<file path="config.mk">
export PLATFORM = sky130hd
export DESIGN_NAME = signed_int_to_decimal_ascii
export DESIGN_NICKNAME = d
export VERILOG_FILES = /design/src/s2d_pkg.sv /design/src/s2d_datapath.sv /design/src/s2d_ctrl.sv /design/src/signed_int_to_decimal_ascii.sv
export VERILOG_INCLUDE_DIRS = /design/src /design/src/src
export SDC_FILE = /design/constraint.sdc
export NUM_CORES = 1
export LEC_CHECK = 0
export BUFFER_PORTS_ARGS = -buffer_cell sky130_fd_sc_hd__buf_2
export CAP_MARGIN = 20
export CORE_ASPECT_RATIO = 0.6
export CORE_UTILIZATION = 55
export DETAILED_ROUTE_END_ITERATION = 10
export GPL_TIMING_DRIVEN = 0
export PLACE_DENSITY = 0.75
export SLEW_MARGIN = 20
export SYNTH_ARGS = -nofsm -noshare
export SYNTH_HDL_FRONTEND = slang
export SYNTH_SLANG_ARGS = --single-unit
</file>
<file path="constraint.sdc">
create_clock -name clk -period 10.7 [get_ports clk]
set_clock_uncertainty 0.2 [all_clocks]
set_input_delay 1.605 -clock clk [delete_from_list [all_inputs] [get_ports clk]]
set_output_delay 1.605 -clock clk [all_outputs]
set_load 0.01 [all_outputs]
</file>
<file path="src/signed_int_to_decimal_ascii_defines.svh">
// Assertion macros shared by the signed_int_to_decimal_ascii RTL.
// No dependencies; included by the modules that assert.
`ifndef SIGNED_INT_TO_DECIMAL_ASCII_DEFINES_SVH
`define SIGNED_INT_TO_DECIMAL_ASCII_DEFINES_SVH

// antecedent implies consequent in the same cycle
`define S2D_ASSERT_IMP(lbl, clk, rst, ante, cons) \
  lbl: assert property (@(posedge clk) disable iff (rst) (ante) |-> (cons)) \
    else $error("%m: implication check failed");

// antecedent implies consequent in the next cycle
`define S2D_ASSERT_NEXT(lbl, clk, rst, ante, cons) \
  lbl: assert property (@(posedge clk) disable iff (rst) (ante) |=> (cons)) \
    else $error("%m: next-cycle check failed");

`endif

</file>
<file path="src/s2d_pkg.sv">
// Shared types, constants and sizing function for the decimal ASCII printer.
// No dependencies.
package s2d_pkg;

  localparam int DEF_VALUE_WIDTH = 32;
  localparam int CHAR_WIDTH      = 7;

  localparam logic [CHAR_WIDTH-1:0] CHAR_MINUS   = 7'd45;
  localparam logic [CHAR_WIDTH-1:0] CHAR_ZERO    = 7'd48;
  localparam logic [CHAR_WIDTH-1:0] CHAR_NEWLINE = 7'd10;

  // decimal digits of 2**(width-1); 1233/4096 approximates log10(2)
  function automatic int digits_for(input int width);
    return (((width - 1) * 1233) >> 12) + 1;
  endfunction

  typedef struct packed {
    logic load;
    logic step;
    logic emit_sign;
    logic emit_digit;
    logic final_digit;
    logic emit_nl;
  } cmd_t;

  typedef struct packed {
    logic negative;
  } status_t;

endpackage

</file>
<file path="src/s2d_datapath.sv">
// Datapath: magnitude register, shift-add-3 BCD converter and output beat register.
// Depends on s2d_pkg.
module s2d_datapath #(
  parameter int VALUE_WIDTH = s2d_pkg::DEF_VALUE_WIDTH
) (
  input  logic                             clk,
  input  logic                             rst,
  input  s2d_pkg::cmd_t                    cmd,
  input  logic [VALUE_WIDTH-1:0]           value,
  output s2d_pkg::status_t                 status,
  output logic [s2d_pkg::CHAR_WIDTH-1:0]   character,
  output logic                             last,
  output logic                             strobe
);
  import s2d_pkg::*;

  localparam int NDIG = digits_for(VALUE_WIDTH);
  localparam int BW   = NDIG * 4;

  logic [VALUE_WIDTH-1:0] mag;
  logic                   negative;
  logic [BW-1:0]          bcd;
  logic [BW-1:0]          bcd_adj;
  logic                   started;
  logic [3:0]             top;
  logic                   show;

  always_comb begin
    for (int i = 0; i < NDIG; i++) begin
      if (bcd[i*4 +: 4] >= 4'd5) begin
        bcd_adj[i*4 +: 4] = bcd[i*4 +: 4] + 4'd3;
      end else begin
        bcd_adj[i*4 +: 4] = bcd[i*4 +: 4];
      end
    end
  end

  assign top  = bcd[BW-1 -: 4];
  assign show = started || (top != 4'd0) || cmd.final_digit;
  assign status.negative = negative;

  always_ff @(posedge clk) begin
    if (cmd.load) begin
      negative <= value[VALUE_WIDTH-1];
      mag      <= value[VALUE_WIDTH-1] ? (~value + 1'b1) : value;
      bcd      <= '0;
    end else if (cmd.step) begin
      bcd <= {bcd_adj[BW-2:0], mag[VALUE_WIDTH-1]};
      mag <= {mag[VALUE_WIDTH-2:0], 1'b0};
    end else if (cmd.emit_digit) begin
      bcd <= {bcd[BW-5:0], 4'd0};
    end
    if (cmd.emit_sign) begin
      character <= CHAR_MINUS;
    end else if (cmd.emit_digit) begin
      character <= CHAR_ZERO + {3'd0, top};
    end else begin
      character <= CHAR_NEWLINE;
    end
  end

  always_ff @(posedge clk) begin
    if (rst) begin
      started <= 1'b0;
      strobe  <= 1'b0;
      last    <= 1'b0;
    end else begin
      if (cmd.load) begin
        started <= 1'b0;
      end else if (cmd.emit_digit && show) begin
        started <= 1'b1;
      end
      strobe <= cmd.emit_sign || cmd.emit_nl || (cmd.emit_digit && show);
      last   <= cmd.emit_nl;
    end
  end

endmodule

</file>
<file path="src/s2d_ctrl.sv">
// Controller: sequences load, bit conversion, sign, digit and newline beats.
// Depends on s2d_pkg and signed_int_to_decimal_ascii_defines.svh.
`include "signed_int_to_decimal_ascii_defines.svh"

module s2d_ctrl #(
  parameter int VALUE_WIDTH = s2d_pkg::DEF_VALUE_WIDTH
) (
  input  logic             clk,
  input  logic             rst,
  input  logic             start,
  input  s2d_pkg::status_t status,
  output logic             busy,
  output s2d_pkg::cmd_t    cmd
);
  import s2d_pkg::*;

  localparam int NDIG = digits_for(VALUE_WIDTH);
  localparam int CW   = $clog2(VALUE_WIDTH);

  typedef enum logic [2:0] {
    IDLE,
    CONV,
    SIGN,
    DIGITS,
    NEWLINE
  } state_t;

  state_t        state;
  logic [CW-1:0] cnt;

  assign busy = (state != IDLE);

  always_comb begin
    cmd             = '0;
    cmd.load        = (state == IDLE) && start;
    cmd.step        = (state == CONV);
    cmd.emit_sign   = (state == SIGN);
    cmd.emit_digit  = (state == DIGITS);
    cmd.final_digit = (state == DIGITS) && (cnt == '0);
    cmd.emit_nl     = (state == NEWLINE);
  end

  always_ff @(posedge clk) begin
    if (rst) begin
      state <= IDLE;
      cnt   <= '0;
    end else begin
      unique case (state)
        IDLE: begin
          if (start) begin
            state <= CONV;
            cnt   <= CW'(VALUE_WIDTH - 1);
          end
        end
        CONV: begin
          if (cnt == '0) begin
            state <= status.negative ? SIGN : DIGITS;
            cnt   <= CW'(NDIG - 1);
          end else begin
            cnt <= cnt - 1'b1;
          end
        end
        SIGN: begin
          state <= DIGITS;
        end
        DIGITS: begin
          if (cnt == '0) begin
            state <= NEWLINE;
          end else begin
            cnt <= cnt - 1'b1;
          end
        end
        NEWLINE: begin
          state <= IDLE;
        end
        default: begin
          state <= IDLE;
        end
      endcase
    end
  end

  `S2D_ASSERT_NEXT(a_start_goes_busy, clk, rst, start && !busy, state == CONV)
  `S2D_ASSERT_IMP(a_sign_only_negative, clk, rst, state == SIGN, status.negative)
  `S2D_ASSERT_NEXT(a_newline_ends_run, clk, rst, state == NEWLINE, state == IDLE)

endmodule

</file>
<file path="src/signed_int_to_decimal_ascii.sv">
// Sequence: conversion one bit per cycle through the BCD shifter over all VALUE_WIDTH bits,
// then a beat for '-' on negative values, a slot per decimal digit (10 at 32 bits) and the newline.
// A new start is taken only in idle, once the previous item's newline beat is done.
// Beats leave one per cycle at most; the receiver cannot stall.
// Synchronous active-high reset returns the controller to idle with no beat pending.
// Depends on s2d_pkg, s2d_ctrl and s2d_datapath.
module signed_int_to_decimal_ascii #(
  parameter int VALUE_WIDTH = s2d_pkg::DEF_VALUE_WIDTH
) (
  input  logic                           clk,
  input  logic                           rst,
  input  logic                           start,
  output logic                           busy,
  input  logic signed [VALUE_WIDTH-1:0]  value,
  output logic [s2d_pkg::CHAR_WIDTH-1:0] character,
  output logic                           last,
  output logic                           strobe
);
  import s2d_pkg::*;

  cmd_t    cmd;
  status_t status;

  s2d_ctrl #(
    .VALUE_WIDTH(VALUE_WIDTH)
  ) u_ctrl (
    .clk    (clk),
    .rst    (rst),
    .start  (start),
    .status (status),
    .busy   (busy),
    .cmd    (cmd)
  );

  s2d_datapath #(
    .VALUE_WIDTH(VALUE_WIDTH)
  ) u_datapath (
    .clk       (clk),
    .rst       (rst),
    .cmd       (cmd),
    .value     (value),
    .status    (status),
    .character (character),
    .last      (last),
    .strobe    (strobe)
  );

endmodule
</file>
After elaboration in Yosys (flattened, before gate mapping). Index checks and enable logic that the tools add are counted.

Bits in registers: 91. Input bits: 35. Output and inout port bits: 10. Word-level logic and storage cells: 86.

Add/subtract/negate cells: 13. Magnitude comparators: 10. Eq/ne operators: 8. Mux-type cells: 25. Bitwise operators: 2. Reductions and logical operators: 18.

Operator list (number): $mux 32 (3); $mux 40 (2); $ge 4x3->1 const B (10); $add 4x2->4 const B (9); $mux 4 (9); $add 32x1->32 const B (1); $not 32->32 (1); $mux 5 (3); $pmux 5 s3 (1); $mux 3 (4); $pmux 3 s4 (1); $add 6x4->7 const A (1); $eq 3x2->1 const B (2); $mux 6 (1); $ne 2x2->1 const B (3); $reduce_and 3->1 (2); $reduce_bool 3->1 (2); $logic_not 5->1 (1); $sub 5x1->5 const B (1); $logic_or 1x1->1 (4); $reduce_bool 2->1 (2); $reduce_bool 4->1 (1); $reduce_or 2->1 (2); $add 3x2->3 const B (1); other kinds (7) (9).

Logic depth before layout (Yosys ltp).
Word-level depth: 5. Gate-level depth with buffers: 8. Mapped depth without buffers: 7.

Cells and area by module. From an unflattened synthesis, not the netlist that was laid out.

Cell total of the unflattened synthesis: 601. Area, all modules: 5376.4 sq um.

Modules (own cells, without submodules): s2d_datapath (times used 1, cells an instance 544, area an instance 4892.2 sq um, sequential area each 1971.9 sq um); s2d_ctrl (times used 1, cells an instance 57, area an instance 484.2 sq um, sequential area each 160.2 sq um).

Worst setup path after synthesis. No wires, ideal clock.

Path type: input to register. Start point: in start. End point: reg u_datapath.mag[0], enable pin. Arrival time: 3295 ps. Data required time: 9843 ps. Setup slack: 6548 ps. Stages on the path: 4. Buffers on the path: 2. Path through: nand2_1 > clkbuf_1 > clkbuf_1 > o21ai_0.

Cells in the longest elaborated chain, start to end: 2.

Ends and longest elaborated chain: start: declaration (line signed_int_to_decimal_ascii.sv:12) `input logic start,`; $logic_and 1x1->1 (line s2d_ctrl.sv:35) `cmd.load = (state == IDLE) && start;`; $reduce_bool 2->1 (no line); end signal: assignment (line s2d_datapath.sv:45) `mag <= value[VALUE_WIDTH-1] ? (~value + 1'b1) : value;`; end signal: assignment (line s2d_datapath.sv:49) `mag <= {mag[VALUE_WIDTH-2:0], 1'b0};`; end: declaration (line s2d_datapath.sv:20) `logic [VALUE_WIDTH-1:0] mag;`.

No other way between the ends. A chain may end at the register's enable or synchronous reset.

Final worst setup path.
Start point: in value[10]. End point: reg u_datapath.mag[27], data pin.

Cells in the longest elaborated chain, start to end: 4.

Ends and longest elaborated chain: start: declaration (line signed_int_to_decimal_ascii.sv:14) `input logic signed [VALUE_WIDTH-1:0] value,`; $not 32->32 (line s2d_datapath.sv:45); $add 32x1->32 (line s2d_datapath.sv:45); $mux 32 (line s2d_datapath.sv:45); $mux 32 (line s2d_datapath.sv:43) `if (cmd.load) begin`.

No other way between the ends.

==> results.tsv <==
metric	value	unit
cts.repair_timing.setup_buffer_count	0	
post_synth_and_or_nand_nor_area_fraction	18.49	%
maxClockFrequency	0.2556	GHz
static_leakage	2.447	nW
cts-htree-levels	3	
numCtsBuffers	9	
synth_cell_type_count	54	
synth_fp_nets	687	
layout.filler_cells	775	
synth_xor_xnor_area_share	6.699	%
clock_pin_slew_reported_for_the_worst_setup_and_hold_paths_after_clock_tree_synthesis	60	ps
timing.reg2reg.worst_path_depth	7	
max-slew-margin-rel	33.17	%
r2r-end	u_datapath.mag[10]	
outcome	finished clean	
first_pass_iters	6	
synth_top_cells_by_area	dfxtp_1 21%, edfxtp_1 18%, a21oi_1 6.1%, ha_1 5.4%, xor2_1 4.4%	
combinational_family_with_the_most_area_after_synthesis	compound AO/OA/AOI/OAI gates	
total_count_of_max_transition_violations_in_the_final_report	0	
std_cell_rows	27	
synth_async_sr_flop_share	0	%
io_buffers	43	
effective_utilization_at_floorplan	57.49	%
cp-end-kind	register	
yosysMostFrequentCell	a21oi_1	
synth_top_cells_by_count	65 x a21oi_1, 60 x nand2_1, 57 x dfxtp_1	
crit_path_start_kind	input pin	
cts_tree	built	
min_path_type	register to register	
cts_hold_repair.buffers	0	
met1Wirelength	6710	µm
route.detailed.drc	0	
post-route-min-period	3913	ps
chipHeight	78.47	µm
maxCapViolCount	0	
antenna_violations_before_repair	0	
hpwl	10340	µm
grt_max_degree	24	
globalRouteTotalUtil	30.13	%
post_synth_mux_area_share	2.264	%
cp_max_fo	10	
synth_sequential_area_ratio	39.78	%
power_per_cell_area	201.9	nW/µm²
final_nets	742	
detailedRoute.firstIterationViolations	535	
critPathArrivalTime	3780	ps
measured_slew_at_the_worst_slew_check_pin	994.1	ps
timing.final.hold_violations	0	
end_point_of_the_most_critical_hold_path	u_datapath.started	
path_class	input pin to register	
detail_route.wirelength	14350	µm
timing.final.crit_share	36.57	%
wire_length_of_the_first_global_routing_pass	23190	µm
num_vias	4993	
antenna_cells	0	
synth_edf_count	33	
via_per_inst	6.096	
dp_slack	6527	ps
ff_latch_area	2132	µm²
vdd_ir_drop_max	0.1072	mV
synth.yosys.warnings	0	
die-area	10160	µm²
average_instance_area_after_synthesis	8.522	µm²
clock_tree.root_cell	clkbuf_16	
reg2reg_from	u_ctrl.state[0]	
grt-ovfl-total	0	
grt_setup_unrepaired	no	
holdPathStages	2	
cts_sinks	90	
core_area	9324	µm²
maxUsedRoutingLayer	met4	
final_critical_path_setup_slack	6787	ps
post_cts_resized	0	
multi_input_area	2922	µm²
place_congestion	0.9730	
number_of_setup_violations_in_the_final_report	0	
ctsLongestPathBuffers	2	
post_route_cells_drive_above_1_share	12.34	%
synth_top_cell_by_area	dfxtp_1	
die-width	129.4	µm
critPathRequiredTime	10570	ps
synth_adder_area_share	5.369	%
route.detailed.wl_per_inst	17.52	µm
netlist_area	5360	µm²
min_from	u_datapath.started	
met3RoutedLength	1271	µm
clk_lat_worst_skew	350	ps
final.setup.tns	0	ps
met2WireLength	6128	µm
post_synthesis_compound_gate_area_fraction	21.41	%
yosys.area.top_type_share	21.29	%
io-pin-count	45	
ffs_latches_synth	90	
areaGrowthSynthToFinish	14.19	%
synth_flop_cell	dfxtp_1	
setup.reg_to_reg.worst_slack	7920	ps
syn_inst	629	
grt_pass1_vias	4668	
route.antenna.remaining_nets	0	
## placed cells by master (no fill, tap or decap), types with 19 or more instances in the layout
cell type,netlist,routed
clkbuf_1,29,30
xor2_1,27,27
a21oi_1,65,65
inv_1,39,39
buf_2,2,45
nand2_1,60,60
dfxtp_1,57,57
nor2_1,33,33
edfxtp_1,33,33
nand3_1,19,19
ha_1,23,23
o21ai_1,38,38
o21ai_0,34,33
## metal layers
| layer | GRT usage, % | vias up |
|---|---|---|
| met3 | 6.885 | 31 |
| li1 | - | 2356 |
| met2 | 45.27 | 221 |
| met1 | 42.72 | 2385 |
| met5 | 0 | - |
| met4 | 9.419 | 0 |
## final cells by class
class                      instances  share of cell area, %
multi-input combinational        456                  47.73
sequential                        90                  34.83
timing repair buffer              44                  3.966
clock buffer                      10                  3.741
tap                              130                  2.657
buffer                            41                  2.617
inverter                          42                  2.576
clock inverter                     6                  1.881
## kinds of logic (layout without fill, tap and decap cells)
group | Yosys count | after routing
other cells | 1 | 1
flops | 90 | 90
mux | 11 | 11
compound gates | 189 | 189
xor+xnor | 41 | 41
fa+ha+maj | 23 | 23
buf+inv | 83 | 143
simple gates | 191 | 191
## worst max path at each step
stage	from	end	slack, ps	cells after the start
after floorplan	start	u_datapath.mag[0]	6550	4
after global placement	start	u_datapath.mag[11]	5510	5
after detailed placement	value[10]	u_datapath.mag[19]	6530	7
after CTS	value[10]	u_datapath.mag[27]	6880	7
after global routing	value[10]	u_datapath.mag[19]	6760	7
final	value[10]	u_datapath.mag[27]	6790	7
## power by group
| group | internal [W] | leakage, nW | switching, W |
|---|---|---|---|
| sequential | 0.000435 | 0.799 | 0.0000615 |
| combinational | 0.000160 | 1.49 | 0.000217 |
| clock | 0.000229 | 0.163 | 0.000133 |
| total | 0.000825 | 2.45 | 0.000411 |
## critical path, cell delays in order
cell	delay [ps]
buf_2	120
nor4_2	870
nand2b_1	130
clkbuf_1	290
o41ai_1	460
xor2_1	200
o21ai_1	100
## per-stage QoR
stage,total power [W],hold WS [ps],std cells,instance area (µm²),util [%]
after floorplan,0.0007607,267.6,629,5360,-
after global placement,0.0008443,284.3,802,5738,61.54
after detailed placement,0.0008699,284.9,803,5777,61.96
after CTS,0.001233,297.4,819,6121,65.65
after global routing,0.001310,343.1,819,6121,65.65
final,0.001236,301.8,819,6121,65.65
## state kept, by name, summed over array words and instances (netlist names)
signal                cells
u_ctrl.cnt                5
u_ctrl.state              3
u_datapath.bcd           40
u_datapath.character      6
u_datapath.last           1
u_datapath.mag           32
u_datapath.started        1
u_datapath.status         1
u_datapath.strobe         1
Power figures use the tool's default switching activity.
